==> config.mk <==
export PLATFORM = sky130hd
export DESIGN_NAME = lpl_div
export DESIGN_NICKNAME = d
export VERILOG_FILES = /design/src/hw/rtl/lookahead_peak_limiter_core_assert.svh /design/src/hw/rtl/lpl_pkg.sv /design/src/hw/rtl/lpl_div.sv
export SDC_FILE = /design/constraint.sdc
export NUM_CORES = 1
export LEC_CHECK = 0
export ABC_CLOCK_PERIOD_IN_PS = 2760
export BUFFER_PORTS_ARGS = -buffer_cell sky130_fd_sc_hd__buf_2
export CAP_MARGIN = 20
export CELL_PAD_IN_SITES_DETAIL_PLACEMENT = 0
export CELL_PAD_IN_SITES_GLOBAL_PLACEMENT = 1
export CORE_UTILIZATION = 40
export CTS_CLUSTER_DIAMETER = 30
export CTS_CLUSTER_SIZE = 16
export DETAILED_ROUTE_END_ITERATION = 6
export MAX_ROUTING_LAYER = met4
export PLACE_DENSITY_LB_ADDON = 0.1
export SETUP_SLACK_MARGIN = 0.1
export SYNTH_ARGS = -nofsm -noshare
export SYNTH_HDL_FRONTEND = slang
export SYNTH_SLANG_ARGS = --single-unit
==> constraint.sdc <==
create_clock -name clk -period 2.76 [get_ports clk]
set_input_delay 0.276 -clock clk [delete_from_list [all_inputs] [get_ports clk]]
set_output_delay 0.276 -clock clk [all_outputs]
set_load 0.01 [all_outputs]
==> src/hw/rtl/lookahead_peak_limiter_core_assert.svh <==
// assertion macros used by the limiter core rtl
`ifndef LOOKAHEAD_PEAK_LIMITER_CORE_ASSERT_SVH
`define LOOKAHEAD_PEAK_LIMITER_CORE_ASSERT_SVH

// same-cycle implication, sampled on clk, off during reset
`define LPL_ASSERT_IMP(lbl, ante, cons, msg) \
  lbl: assert property (@(posedge clk) disable iff (!rst_n) (ante) |-> (cons)) else $error(msg);

// next-cycle implication
`define LPL_ASSERT_NXT(lbl, ante, cons, msg) \
  lbl: assert property (@(posedge clk) disable iff (!rst_n) (ante) |=> (cons)) else $error(msg);

`endif

==> src/hw/rtl/lpl_pkg.sv <==
package lpl_pkg;

  localparam logic [16:0] UNITY_GAIN = 17'h10000;
  localparam int          CFG_IDX_W  = 3;
  localparam int          CFG_DATA_W = 26;

  localparam logic [CFG_IDX_W-1:0] REG_ENABLE    = 3'd0;
  localparam logic [CFG_IDX_W-1:0] REG_THRESHOLD = 3'd1;
  localparam logic [CFG_IDX_W-1:0] REG_RELEASE   = 3'd2;
  localparam logic [CFG_IDX_W-1:0] REG_LOOKAHEAD = 3'd3;
  localparam logic [CFG_IDX_W-1:0] REG_LP_B0     = 3'd4;
  localparam logic [CFG_IDX_W-1:0] REG_LP_B1     = 3'd5;
  localparam logic [CFG_IDX_W-1:0] REG_LP_A1     = 3'd6;
  localparam logic [CFG_IDX_W-1:0] REG_LP_A2     = 3'd7;

  typedef struct packed {
    logic signed [25:0] b0;
    logic signed [25:0] b1;
    logic signed [25:0] a1;
    logic signed [25:0] a2;
  } lpl_coef_t;

  // round half away from zero, drop 22 fraction bits
  function automatic logic signed [36:0] rnd_q22(input logic signed [57:0] v);
    logic [57:0] mag;
    logic [57:0] r;
    mag = v[57] ? 58'(-v) : 58'(v);
    r   = (mag + 58'(1 << 21)) >> 22;
    return v[57] ? -$signed({1'b0, r[35:0]}) : $signed({1'b0, r[35:0]});
  endfunction

  // round half away from zero, drop 16 fraction bits
  function automatic logic signed [26:0] rnd_q16(input logic signed [41:0] v);
    logic [41:0] mag;
    logic [41:0] r;
    mag = v[41] ? 42'(-v) : 42'(v);
    r   = (mag + 42'(1 << 15)) >> 16;
    return v[41] ? -$signed({1'b0, r[25:0]}) : $signed({1'b0, r[25:0]});
  endfunction

  function automatic logic signed [31:0] sat32(input logic signed [39:0] v);
    if (v > 40'sd2147483647) begin
      return 32'sh7fffffff;
    end else if (v < -40'sd2147483648) begin
      return 32'sh80000000;
    end
    return v[31:0];
  endfunction

  function automatic logic signed [23:0] sat24(input logic signed [26:0] v);
    if (v > 27'sd8388607) begin
      return 24'sh7fffff;
    end else if (v < -27'sd8388608) begin
      return 24'sh800000;
    end
    return v[23:0];
  endfunction

endpackage

==> src/hw/rtl/lpl_div.sv <==
module lpl_div
  import lpl_pkg::*;
(
  input  logic        clk,
  input  logic        rst_n,
  input  logic        start,
  input  logic [22:0] num,
  input  logic [22:0] den,
  output logic        done,
  output logic [15:0] quot
);

  // restoring division of num*65536 by den, valid while num < den
  logic [22:0] rem_r;
  logic [22:0] den_r;
  logic [15:0] q_r;
  logic [4:0]  cnt_r;
  logic        busy_r;
  logic        done_r;
  logic [23:0] r2;
  logic        ge;

  assign r2 = {rem_r, 1'b0};
  assign ge = r2 >= {1'b0, den_r};

  always_ff @(posedge clk) begin
    if (!rst_n) begin
      busy_r <= 1'b0;
      done_r <= 1'b0;
      cnt_r  <= '0;
    end else begin
      done_r <= 1'b0;
      if (start) begin
        busy_r <= 1'b1;
        cnt_r  <= 5'd16;
        rem_r  <= num;
        den_r  <= den;
      end else if (busy_r) begin
        rem_r <= ge ? 23'(r2 - {1'b0, den_r}) : r2[22:0];
        q_r   <= {q_r[14:0], ge};
        cnt_r <= cnt_r - 5'd1;
        if (cnt_r == 5'd1) begin
          busy_r <= 1'b0;
          done_r <= 1'b1;
        end
      end
    end
  end

  assign done = done_r;
  assign quot = q_r;

endmodule

* Word level (Yosys, flattened, before mapping)
Cells that the tools add are included.
** Word-level totals
- Flip-flop bits (word level) :: 69
- Input port bits :: 49
- Output and inout bits :: 17
- Logic and storage cells :: 29
** Operators by class
- Add/sub/neg operators :: 2
- Magnitude comparators :: 1
- Equal/unequal tests :: 1
- Mux-type cells :: 9
- Bitwise logic cells :: 3
- Reductions and logical operators :: 6
** Operators with widths (number)
- $mux W23 :: 3
- $ge A24 B23 Y1 :: 1
- $sub A23 B23 Y23 :: 1
- $mux W5 :: 2
- $eq A5 B1 Y1 const B :: 1
- $sub A5 B1 Y5 const B :: 1
- $mux W1 :: 4
- $reduce_and A2 Y1 :: 2
- $not A1 Y1 :: 3
- $reduce_and A3 Y1 :: 1
- $reduce_or A3 Y1 :: 1
- $reduce_bool A2 Y1 :: 1
- $reduce_or A2 Y1 :: 1

* Logic depth before layout (Yosys ltp)
- Word-level depth :: 4
- Depth in mapped cells :: 12
- Depth with buffers taken out :: 11

* Least setup slack after synthesis
No wires, ideal clock.
- Path type :: reg2reg
- From :: register rem_r[17]
- To :: register rem_r[16] (data pin)
- Arrival time :: 2648 ps
- Data required time :: 2500 ps
- Setup slack :: -148 ps
- Cell stages (with the launch flop) :: 9
- Clock period less this slack :: 2908 ps
- Path through :: edfxtp_1 ha_1 nand2_2 or3_4 or4_1 a21o_1 inv_2 mux2_2 mux2_2
** On the way
- Longest elaborated chain between the ends :: 4
** RTL lines
- start, declared :: RTL line lpl_div.sv:14 : logic [22:0] rem_r;
- start signal, assigned :: RTL line lpl_div.sv:36 : rem_r <= num;
- start signal, assigned :: RTL line lpl_div.sv:39 : rem_r <= ge ? 23'(r2 - {1'b0, den_r}) : r2[22:0];
- $ge A24 B23 Y1 :: RTL line lpl_div.sv:24 : assign ge = r2 >= {1'b0, den_r};
- $mux W23 :: RTL line lpl_div.sv:39
- $mux W23 :: RTL line lpl_div.sv:38 : end else if (busy_r) begin
- $mux W23 :: RTL line lpl_div.sv:33 : if (start) begin
Every way passes these cells. The select of a mux whose other input is x is not followed.
A chain may end at the register's enable or synchronous reset.

* Final worst setup path
- From :: register rem_r[15]
- To :: register rem_r[16] (data pin)
** On the way
- Longest elaborated chain between the ends :: 4
- Elaborated cells on any way between the ends :: 5
- Classes of those cells :: add/sub: 1; order compare: 1; mux: 3
** RTL lines (RTL line)
- $sub A23 B23 Y23 / $ge A24 B23 Y1 (equally long branches) :: lpl_div.sv:39, lpl_div.sv:24
- $mux W23 (*) :: lpl_div.sv:39
- $mux W23 (*) :: lpl_div.sv:38
- $mux W23 (*) :: lpl_div.sv:33
Mark *: on every way between the ends. The rest lies on a longest branch, timed or not. The select of a mux whose other input is x is not followed.

==> metrics <==
status=finished with violations; violations in the final reports=setup timing; total negative setup slack=-0.0487 ns; area post-placement=4970 sq um; routability congestion estimate=0.843; routed wire length=9770 um; die height=102 um; Clock Tree Root=clkbuf_8; Yosys reg bits=69; CTS tree=yes; Crit Reg-Reg Startpoint=rem_r[15]; via count=3343; Syn Nets=458; # clock sinks=69; Leakage=approximately 0.0023 uW; Inserted Diodes=0; largest net degree at the start of global routing=32; endpoints failing setup=1; Setup CP Type=reg2reg; CTS H-Tree Depth=3; wire length of the first global-routing pass=15400 um; CTS hold repair buffers=0; PwrDens=583 nW/um^2; Worst Setup SP=rem_r[15]; Final Hold Vio Count=0; CTS clk-pin slew, worst paths=0.08 ns; IO Pins=between 60 and 70; post-synthesis cell count=between 300 and 400; finished layout cell area=5500 sq um; max_cap viols=0; IR drop worst, VDD=0.328 mV; wire per inst=15.0 um; 1st-pass router iterations=5; Worst-Skew Late Latency=roughly 0.35 ns; f_max=between 0.3 and 0.4 GHz; max-slew violation count=0; area grow syn2layout=36.4%; vias per cell=5.14; gr usage total=roughly a fifth; Slew headroom=56.4%; TritonCTS buffer count=9; CP Capture Type=flop; Mean Syn Cell Area=10.5 sq um; post-synthesis sequential area ratio=49.6%; initial DRC count=100; layout cell share with drive strength beyond 1=37.5%; Hold/Removal Path Class=in2reg; Antenna Nets Post-Route=0; CP Launch Type=flop; Synth cell types=58; Finished Core Util=56.3%; post-layout total power=3210 uW; Die Area=between 10000 and 15000 sq um; Async SR Flop Fraction=0%; Least-Margin Pin Slew=0.654 ns; Die Wd=102 um; RSZ-0062 raised after global routing=true; row cnt=36; WP data arrival=2.91 ns; DRC Markers=0; antenna violations before repair=0; clk buf depth=2; hold_ws=0.0935 ns; Setup WS post-layout=-0.0487 ns; clk_skew=0.00888 ns; CP max FO=6; Starting Density=41.3%; total congestion overflow=0; worst hold start=den[12]; Area contributors post-synth=edfxtp_1 46%, ha_1 7.8%, a21oi_1 3.7%, dfxtp_1 3.5%, xnor2_1 3.5%; Crit path required time=2.86 ns; Synth Cell Area=4030 sq um; Final Cycle Share=102%; top_reg_cell synth=edfxtp_1; nets=587; number of flops mapped to enable cells by yosys=62; vias in the first global route=about 3200; Core Box Area=~10000 sq um; Synth Warn #=0; Period minus WS final=around 2.8 ns; post-DP HPWL=7110 um; Buffers on Ports=65; Synth area leader=edfxtp_1; Yosys top cell area share=46.2%
[layer usage]
layer  wire, um  track usage, %  vias up
li1           -               -     1679
met1       4540            25.7     1578
met2       4770            32.4       74
met3        314            2.46       12
met4        146            8.24        0
met5          0               -        -
[stage by stage]
stage                     setup WS (ns)  std cells
after floorplan                  0.0343        383
after global placement           -0.199        621
after detailed placement         -0.227        621
after CTS                       -0.0625        640
after global routing             -0.136        650
final                           -0.0487        650
[cells in the final DEF (no fill, tap or decap), types with 2 or more instances in the layout]
cell | Yosys | final
a21oi_2 | 0 | 3
and3_2 | 2 | 2
inv_1 | 34 | 33
ha_4 | 0 | 15
clkinvlp_4 | 0 | 2
dfxtp_1 | 7 | 7
nor4_1 | 2 | 2
a21oi_1 | 30 | 27
nor2_1 | 21 | 20
o21ai_1 | 1 | 9
clkbuf_8 | 0 | 10
nand3_1 | 5 | 5
mux2i_1 | 12 | 10
buf_4 | 1 | 62
edfxtp_1 | 62 | 62
buf_6 | 1 | 2
nand2_1 | 36 | 33
a211oi_1 | 4 | 4
nor3b_1 | 7 | 7
xor2_1 | 4 | 4
o21a_1 | 3 | 2
nand2b_1 | 5 | 5
or4_4 | 0 | 2
o21bai_1 | 2 | 2
o21ai_2 | 0 | 2
nand3b_1 | 3 | 3
nor2b_1 | 7 | 7
nor3_1 | 8 | 7
buf_2 | 0 | 65
o211ai_1 | 3 | 3
a221o_1 | 5 | 5
xnor2_1 | 16 | 16
o2111a_1 | 2 | 2
ha_1 | 25 | 10
o21ai_0 | 26 | 16
nand2_2 | 1 | 3
and3_1 | 3 | 3
o311ai_2 | 0 | 2
[worst max-delay path, stage by stage (launching register included)]
cell	delay (ns)
edfxtp_1	0.43
ha_4	0.30
nand2_2	0.06
or3_4	0.39
or4_4	0.50
a21o_4	0.25
inv_4	0.09
mux2_4	0.29
mux2_2	0.25
[cells by family (layout without fill, tap and decap cells)]
| family | after synthesis | in the layout | share of synthesized area (%) |
|---|---|---|---|
| mux | 14 | 14 | 3.54 |
| xor+xnor | 20 | 20 | 4.34 |
| simple gates | 110 | 110 | 14.1 |
| buf+inv | 47 | 181 | 4.65 |
| fa+ha+maj | 26 | 26 | 8.25 |
| flops | 69 | 69 | 49.6 |
| compound gates | 97 | 97 | 15.5 |
[worst paths after layout]
check	to	slack [ns]	cells after the start
max	rem_r[16]	-0.05	8
min	den_r[12]	0.09	1
max reg2reg	rem_r[16]	-0.05	8
min reg2reg	quot[8]	0.45	0
[synthesized netlist by cell type, drive strengths merged, types with 8 or more instances]
library cell and number:
a21oi 30, clkbuf 10, edfxtp 62, ha 25, inv 35, mux2i 12
nand2 37, nor2 21, nor3 8, o21ai 27, xnor2 16
[area by class of cell]
cell class	count	area (sq um)
Timing Repair Buffer	130	833
Multi-Input combinational cell	267	2170
Tap cell	133	166
Inverter	35	134
Fill cell	889	4280
Clock buffer	12	166
Sequential cell	69	2000
Clock inverter	4	28.8
[report_power, final]
part           switching [uW]  internal, uW
Clock                     401           407
Combinational             542           581
Sequential               45.0          1230
Total                     987          2220
[sequential cells by signal, indices dropped and copies added, names as in the netlist]
| signal | count |
|---|---|
| den_r | 23 |
| rem_r | 23 |
| quot | 16 |
| cnt_r | 5 |
| busy_r | 1 |
| done | 1 |
[timing repair]
action	CTS	global route
pin swaps	7	13
buffers inserted	3	11
resized for setup	15	38
setup endpoints to repair	22	23
Power figures use the tool's default switching activity.
