==> config.mk <==
export PLATFORM = sky130hd
export DESIGN_NAME = lpl_filter
export DESIGN_NICKNAME = d
export VERILOG_FILES = /design/src/hw/rtl/lookahead_peak_limiter_core_assert.svh /design/src/hw/rtl/lpl_pkg.sv /design/src/hw/rtl/lpl_filter.sv
export SDC_FILE = /design/constraint.sdc
export NUM_CORES = 2
export LEC_CHECK = 0
export CORE_MARGIN = 8
export CORE_UTILIZATION = 40
export DETAILED_ROUTE_END_ITERATION = 10
export DONT_BUFFER_PORTS = 1
export GPL_TIMING_DRIVEN = 1
export SKIP_CTS_REPAIR_TIMING = 1
export SYNTH_ARGS = -nofsm -noshare
export SYNTH_HDL_FRONTEND = slang
export SYNTH_SLANG_ARGS = --single-unit
==> constraint.sdc <==
create_clock -name clk -period 13.6 [get_ports clk]
set_clock_uncertainty 0.2 [all_clocks]
set_input_delay 1.36 -clock clk [delete_from_list [all_inputs] [get_ports clk]]
set_output_delay 1.36 -clock clk [all_outputs]
set_load 0.1 [all_outputs]
==> src/hw/rtl/lookahead_peak_limiter_core_assert.svh <==
// assertion macros used by the limiter core rtl
`ifndef LOOKAHEAD_PEAK_LIMITER_CORE_ASSERT_SVH
`define LOOKAHEAD_PEAK_LIMITER_CORE_ASSERT_SVH

// same-cycle implication, sampled on clk, off during reset
`define LPL_ASSERT_IMP(lbl, ante, cons, msg) \
  lbl: assert property (@(posedge clk) disable iff (!rst_n) (ante) |-> (cons)) else $error(msg);

// next-cycle implication
`define LPL_ASSERT_NXT(lbl, ante, cons, msg) \
  lbl: assert property (@(posedge clk) disable iff (!rst_n) (ante) |=> (cons)) else $error(msg);

`endif

==> src/hw/rtl/lpl_pkg.sv <==
package lpl_pkg;

  localparam logic [16:0] UNITY_GAIN = 17'h10000;
  localparam int          CFG_IDX_W  = 3;
  localparam int          CFG_DATA_W = 26;

  localparam logic [CFG_IDX_W-1:0] REG_ENABLE    = 3'd0;
  localparam logic [CFG_IDX_W-1:0] REG_THRESHOLD = 3'd1;
  localparam logic [CFG_IDX_W-1:0] REG_RELEASE   = 3'd2;
  localparam logic [CFG_IDX_W-1:0] REG_LOOKAHEAD = 3'd3;
  localparam logic [CFG_IDX_W-1:0] REG_LP_B0     = 3'd4;
  localparam logic [CFG_IDX_W-1:0] REG_LP_B1     = 3'd5;
  localparam logic [CFG_IDX_W-1:0] REG_LP_A1     = 3'd6;
  localparam logic [CFG_IDX_W-1:0] REG_LP_A2     = 3'd7;

  typedef struct packed {
    logic signed [25:0] b0;
    logic signed [25:0] b1;
    logic signed [25:0] a1;
    logic signed [25:0] a2;
  } lpl_coef_t;

  // round half away from zero, drop 22 fraction bits
  function automatic logic signed [36:0] rnd_q22(input logic signed [57:0] v);
    logic [57:0] mag;
    logic [57:0] r;
    mag = v[57] ? 58'(-v) : 58'(v);
    r   = (mag + 58'(1 << 21)) >> 22;
    return v[57] ? -$signed({1'b0, r[35:0]}) : $signed({1'b0, r[35:0]});
  endfunction

  // round half away from zero, drop 16 fraction bits
  function automatic logic signed [26:0] rnd_q16(input logic signed [41:0] v);
    logic [41:0] mag;
    logic [41:0] r;
    mag = v[41] ? 42'(-v) : 42'(v);
    r   = (mag + 42'(1 << 15)) >> 16;
    return v[41] ? -$signed({1'b0, r[25:0]}) : $signed({1'b0, r[25:0]});
  endfunction

  function automatic logic signed [31:0] sat32(input logic signed [39:0] v);
    if (v > 40'sd2147483647) begin
      return 32'sh7fffffff;
    end else if (v < -40'sd2147483648) begin
      return 32'sh80000000;
    end
    return v[31:0];
  endfunction

  function automatic logic signed [23:0] sat24(input logic signed [26:0] v);
    if (v > 27'sd8388607) begin
      return 24'sh7fffff;
    end else if (v < -27'sd8388608) begin
      return 24'sh800000;
    end
    return v[23:0];
  endfunction

endpackage

==> src/hw/rtl/lpl_filter.sv <==
module lpl_filter
  import lpl_pkg::*;
(
  input  logic               clk,
  input  logic               rst_n,
  input  logic               start,
  input  logic signed [23:0] mid,
  input  logic signed [23:0] smp,
  input  lpl_coef_t          coef,
  output logic               done,
  output logic [22:0]        peak
);

  // four biquad passes: mid through both sections, then the sample
  logic [1:0]         pass_r;
  logic [2:0]         step_r;
  logic               busy_r;
  logic               done_r;
  logic signed [31:0] xin_r;
  logic signed [31:0] y_r;
  logic signed [36:0] bx_r;
  logic signed [39:0] t_r;
  logic signed [57:0] prod_r;
  logic signed [31:0] z1_r [2];
  logic signed [31:0] z2_r [2];
  logic [22:0]        p0_r;
  logic [22:0]        peak_r;

  logic               sec;
  logic signed [31:0] mul_a;
  logic signed [25:0] mul_b;
  logic signed [57:0] mul_p;
  logic signed [36:0] prnd;
  logic signed [39:0] ysum;
  logic signed [32:0] ye;
  logic [32:0]        ymag;
  logic [22:0]        ysat;

  assign sec   = pass_r[0];
  assign mul_a = (step_r < 3'd2) ? xin_r : y_r;
  assign prnd  = rnd_q22(prod_r);
  assign ysum  = 40'(prnd) + 40'(z1_r[sec]);

  always_comb begin
    unique case (step_r[1:0])
      2'd0: mul_b = coef.b0;
      2'd1: mul_b = coef.b1;
      2'd2: mul_b = coef.a1;
      2'd3: mul_b = coef.a2;
    endcase
  end

  assign mul_p = 58'(mul_a) * 58'(mul_b);

  assign ye   = 33'(y_r);
  assign ymag = ye[32] ? 33'(-ye) : 33'(ye);
  assign ysat = (ymag > 33'd8388607) ? 23'h7fffff : ymag[22:0];

  always_ff @(posedge clk) begin
    if (!rst_n) begin
      busy_r  <= 1'b0;
      done_r  <= 1'b0;
      pass_r  <= '0;
      step_r  <= '0;
      z1_r[0] <= '0;
      z1_r[1] <= '0;
      z2_r[0] <= '0;
      z2_r[1] <= '0;
    end else begin
      done_r <= 1'b0;
      if (start) begin
        busy_r <= 1'b1;
        pass_r <= '0;
        step_r <= '0;
        xin_r  <= 32'(mid);
      end else if (busy_r) begin
        if (step_r != 3'd4) begin
          prod_r <= mul_p;
        end
        unique case (step_r)
          3'd0: step_r <= 3'd1;
          3'd1: begin
            bx_r   <= prnd;
            y_r    <= sat32(ysum);
            step_r <= 3'd2;
          end
          3'd2: begin
            t_r    <= 40'(prnd);
            step_r <= 3'd3;
          end
          3'd3: begin
            t_r    <= t_r - 40'(prnd) + 40'(z2_r[sec]);
            step_r <= 3'd4;
          end
          3'd4: begin
            z1_r[sec] <= sat32(t_r);
            z2_r[sec] <= sat32(40'(bx_r) - 40'(prnd));
            step_r    <= '0;
            pass_r    <= pass_r + 2'd1;
            unique case (pass_r)
              2'd0: xin_r <= y_r;
              2'd1: begin
                p0_r  <= ysat;
                xin_r <= 32'(smp);
              end
              2'd2: xin_r <= y_r;
              2'd3: begin
                peak_r <= (p0_r > ysat) ? p0_r : ysat;
                busy_r <= 1'b0;
                done_r <= 1'b1;
              end
            endcase
          end
          default: step_r <= '0;
        endcase
      end
    end
  end

  assign done = done_r;
  assign peak = peak_r;

endmodule
After elaboration in Yosys (flattened, before gate mapping)
Memory sizes are Yosys's and may differ from the RTL's. A register that Yosys moved wholly into a read port is not among the register bits.
Cells that the tools add are included.
- output and inout bits: 24
- memories kept: 2
- memory bits (writable): 128
- bits in registers: 252
- input port bits: 155
- logic and storage cells: 135
- add/subtract/negate cells: 9
- reductions and logical operators: 19
- order comparisons: 9
- bitwise logic cells: 4
- multiply operators: 1
- equality and inequality tests: 11
- muxes and demuxes: 69
- memory list (name ; depth ; bits a word ; read ports ; clocked after memory_dff ; write ports ; line ; text):
    z1_r ; 2 ; 32 ; 1 ; 1 ; 2 ; lpl_filter.sv:24 ; logic signed [31:0] z1_r [2];
    z2_r ; 2 ; 32 ; 1 ; 1 ; 2 ; lpl_filter.sv:25 ; logic signed [31:0] z2_r [2];
- operator list (kind ; number):
    32-bit 2-to-1 mux ; 23
    26-bit case mux with 4 select lines ; 1
    40-bit case mux with 2 select lines ; 1
    38-bit by 32-bit greater-than comparator with 1-bit output, second input constant ; 2
    38-bit by 32-bit < comparator with 1-bit output, second input constant ; 2
    32-bit case mux with 2 select lines ; 1
    32-bit OR reduction ; 2
    58-bit by 22-bit adder with 58-bit output, second input constant ; 1
    32-bit by 26-bit multiplier with 58-bit output ; 1
    58-bit 2-to-1 mux ; 1
    58-bit negator ; 1
    23-bit 2-to-1 mux ; 2
    40-bit by 32-bit adder with 40-bit output ; 1
    40-bit by 32-bit greater-than comparator with 1-bit output, second input constant ; 1
    40-bit by 32-bit < comparator with 1-bit output, second input constant ; 1
    40-bit by 37-bit subtractor with 40-bit output ; 1
    37-bit by 32-bit adder with 38-bit output ; 1
    37-bit by 37-bit subtractor with 38-bit output ; 1
    1-bit 2-to-1 mux ; 37
    37-bit 2-to-1 mux ; 1
    36-bit negator with 37-bit output ; 1
    33-bit by 23-bit greater-than comparator with 1-bit output, second input constant ; 1
    33-bit 2-to-1 mux ; 1
    32-bit negator with 33-bit output ; 1
    20 further kinds ; 36

Logic depth before layout (Yosys ltp)
- word-level depth: 19
- depth in mapped cells: 44
- mapped depth without buffers: 39

Worst setup path after synthesis
Ideal clock, no wire load.
- path kind: register to register
- start: reg prod_r[57]
- end: mem z2_r[0][10], data pin
- slack: 3082 ps
- stages on the path, launching flop included: 45
- period minus slack after synthesis: 10518 ps
- required time: 13136 ps
- library setup time: 264 ps
- path buffers: 9
- data arrival time: 10055 ps
- cell sequence: edfxtp_1 -> clkbuf_1 -> clkbuf_1 -> clkbuf_1 -> buf_1 -> clkbuf_1 -> buf_1 -> clkbuf_1 -> clkbuf_1 -> nand2_1 -> xnor2_1 -> ha_1 -> nand2_1 -> nor3_1 -> o31a_1 -> nor3_1 -> and2_1 -> o211ai_1 -> [... 9 more ...] -> and2_1 -> inv_1 -> a41oi_1 -> o21ai_0 -> maj3_1 -> o221ai_1 -> a41oi_1 -> a31o_2 -> o2111ai_2 -> a211oi_2 -> o32a_1 -> maj3_2 -> xnor2_1 -> or4_1 -> or3_4 -> nand3_4 -> buf_12 -> a21oi_2
- RTL lines (item ; line ; text):
    start: declaration ; lpl_filter.sv:23 ; logic signed [57:0] prod_r;
    start signal: assignment ; lpl_filter.sv:78 ; prod_r <= mul_p;
    end: declaration ; lpl_filter.sv:25 ;

Final worst setup path
- start: reg step_r[1]
- end: reg prod_r[56], data pin
- longest elaborated chain between the ends: 3
- elaborated cells between the ends (all ways): 8
- those cells by class: 1 x mul; 1 x order compare; 3 x eq/ne; 2 x mux; 1 x reduce/logical
- RTL lines (item ; line ; text):
    start: declaration ; lpl_filter.sv:16 ; logic [2:0] step_r;
    start signal: assignment ; lpl_filter.sv:64 ; step_r <= '0;
    start signal: assignment ; lpl_filter.sv:74 ; step_r <= '0;
    start signal: assignment ; lpl_filter.sv:81 ; 3'd0: step_r <= 3'd1;
    3-bit by 2-bit < comparator with 1-bit output (tied with other cells) ; lpl_filter.sv:40 ; assign mul_a = (step_r < 3'd2) ? xin_r : y_r;
    32-bit 2-to-1 mux / 26-bit case mux with 4 select lines (equally long branches) ; lpl_filter.sv:40, lpl_filter.sv:45 ;
    32-bit by 26-bit multiplier with 58-bit output (*) ; lpl_filter.sv:53 ; assign mul_p = 58'(mul_a) * 58'(mul_b);
    named net mul_p[56] ; lpl_filter.sv:32 ; logic signed [57:0] mul_p;
The timed path passes the listed nets; every way through them passes the cells marked *.
A chain may end at the register's enable or synchronous reset.

==> impl_results.md <==
* Status: complete, no violations
* Iteration-0 DRC Markers at between 2k and 3k
* Max stage delay on crit path at 0.77 ns
* Starting Density at 40.2%
* Clock tree sinks at about 380
* Post-synth EDFFs at 373
* Final setup viols at 0
* Die X at 390 µm
* Worst-Margin Slew at 1.16 ns
* Routed WL at 164000 µm
* # rows at 137
* CP Capture Type: flop
* Unrepaired setup endpoints after global routing: false
* DR vias/cell at 5.36
* CP max FO at 34
* Dpl ws at 2.00 ns
* CP Data Required Time at 13.76 ns
* Pins Over Slew Limit at 0
* Fin crit share at 85.6%
* Max Clock Freq at 0.0859 GHz
* Final worst setup slack at 1.96 ns
* WL met2 at 72800 µm
* Synth unique cells at 104
* CTS Buffer Depth at 3
* Htree depth at 2
* Largest net degree at the start of global routing at 65
* Top Ports at between 150 and 200
* Initial antenna violation count at 7
* Gr ovfl total at 0
* Cell area after synthesis at 0.0559 mm²
* WS Path Type: reg2reg
* Commonest non-fill, non-tap cell in the layout: inv_1
* Area growth syn-to-layout at 7.07%
* Total of max-cap violations at 0
* Number of buffers created by CTS at a little under 50
* Number of global-route vias before repair at between 40k and 50k
* Placement Cell Area at 0.0581 mm²
* Gate Count Post-Synth at about 6k
* First-pass GRT wire length at 253000 µm
* PortBufs at 0
* Final hold slack at 0.381 ns
* Main synth FF type: edfxtp_1
* Routed Antenna Nets at 0
* 1st-pass router iterations at 6
* Syn_area_per_cell at 9.52 µm²
* Hold Path Class: reg2reg
* Clock-pin slew on the worst setup and hold paths at 0.06 ns
* Die area at 0.152 mm²
* Design Area, Final at 0.0598 mm²
* CP dominant cell by count: a21oi_1
* Commonest non-fill, non-tap cells in the layout: inv_1 (974), fa_1 (879), nand2_1 (810)
* Final Hold Fails at 0
* Number of remaining DRC errors at 0
* Max Used Layer: met5
* Post-DR wirelength/cell at 21.4 µm
* Post-Syn Nets at 7206
* Root buf cell: clkbuf_16
* Register area share after synthesis at 20.3%
* Synthesis Warnings at 0
* Fillcell total at 13.5k
* Worst endpoint data arrival time at 11.80 ns
* Post-DP HPWL at roughly 130000 µm
* Clk_lat worst skew at about 0.64 ns
* Placer Congestion at between 0.9 and 1
* Post-synth ARST share at 0%
* Met3 WL at between 15000 and 20000 µm
* Ratio of cells with drive above 1 in the final layout at 7.18%
* Worst slew margin at between 20% and 30%
* Slowest-stage cell, CP: a2111oi_0
* #FFs+latches synth at about 380
* Setup TNS Final at 0 ns
* Total number of vias at 41.2k
* Placeable core area at 0.139 mm²
* GRT Util Overall at 21.4%
* CTS tree: built
* Tmin final at 11.64 ns
* Die height at 390 µm
* Final nets at 7103
* Met1 wire length at 71500 µm
* CP Launch Type: flop
==> synth_stat cells (14+ instances only) <==
cell type / count / area (µm²)
buf_1: 19 / 71.3
buf_2: 17 / 85.1
mux2i_1: 81 / 811
or4_1: 17 / 128
a21oi_1: 256 / 1280
fa_1: 879 / 17600
o21a_1: 28 / 210
nor2b_1: 20 / 125
nor3_1: 40 / 200
clkbuf_1: 218 / 818
ha_1: 302 / 3780
nand2b_1: 40 / 250
o31ai_1: 29 / 218
xnor2_1: 214 / 1870
inv_1: 974 / 3660
o21ai_0: 139 / 696
and2_1: 75 / 469
nor4_1: 28 / 175
edfxtp_1: 373 / 11200
nor2_1: 448 / 1680
mux4_2: 18 / 405
a31oi_1: 23 / 144
nand2_1: 813 / 3050
o211ai_1: 14 / 105
and3_1: 26 / 163
a21oi_2: 30 / 263
or3_1: 32 / 200
o21ai_1: 40 / 200
nand3_1: 61 / 305
a211oi_1: 21 / 158
xor2_1: 99 / 867
a21o_1: 92 / 691
mux2_2: 93 / 1050
nand4_1: 35 / 219
o21bai_1: 35 / 263
==> per-stage QoR <==
step                utilization [%]  cells
global route                   43.0   7683
floorplan                         -   5870
detailed placement             41.8   7592
global placement               41.8   7592
CTS                            43.0   7682
finish                         43.0   7689
==> critical path: cells and delay by family (launching register included) <==
family          cells  cell delay [ns]
buf+inv             4             0.70
xor+xnor            1             0.11
simple gates        2             0.71
fa+ha+maj           7             2.90
mux                 1             0.58
compound gates     21             5.69
flops               1             0.45
==> path summary, 6_finish.rpt <==
| kind | startpoint | endpoint | slack [ns] | cells past startpoint |
|---|---|---|---|---|
| worst max-delay path | step_r[1] | prod_r[56] | 1.96 | 36 |
| worst min-delay path | busy_r | busy_r | 0.38 | 2 |
| worst max register to register | step_r[1] | prod_r[56] | 1.96 | 36 |
| worst min register to register | busy_r | busy_r | 0.38 | 2 |
==> registers in the layout (all words and copies together), names as in the netlist, named ones only <==
name,count
z2_r,64
z1_r,64
done,1
busy_r,1
pass_r,2
peak,23
prod_r,58
t_r,40
xin_r,32
bx_r,37
step_r,3
p0_r,23
y_r,32
==> area by class of cell <==
| cell class | count | area, µm² | share of cell area [%] |
|---|---|---|---|
| multi-input combinational | 4250 | 39900 | 66.7 |
| sequential | 381 | 11400 | 19.0 |
| inverter | 975 | 3660 | 6.12 |
| tap | 1876 | 2350 | 3.92 |
| clock buffer | 53 | 1240 | 2.08 |
| timing repair buffer | 110 | 826 | 1.38 |
| clock inverter | 37 | 479 | 0.801 |
| antenna | 7 | 17.5 | 0.0293 |
==> cell families after synthesis <==
logic type                 count (synthesis)  synth area share, %
AOI/OAI and AO/OA                        838                 9.85
muxes                                    193                 4.07
adders and majority gates               1195                 38.5
and+or+nand+nor                         1703                 13.5
DFF                                      381                 20.3
xor gates and xnor gates                 321                 5.17
buffers and inverters                   1239                 8.50
==> layer usage <==
| layer | vias up | GRT usage, % |
|---|---|---|
| met3 | 205 | 5.92 |
| met5 | - | 0 |
| li1 | 18800 | - |
| met2 | 1525 | 33.6 |
| met1 | 20700 | 29.5 |
| met4 | 4 | 4.69 |
Power is not shown: default switching activity piles up to over one toggle a cycle in this logic, so the estimate is an artifact.
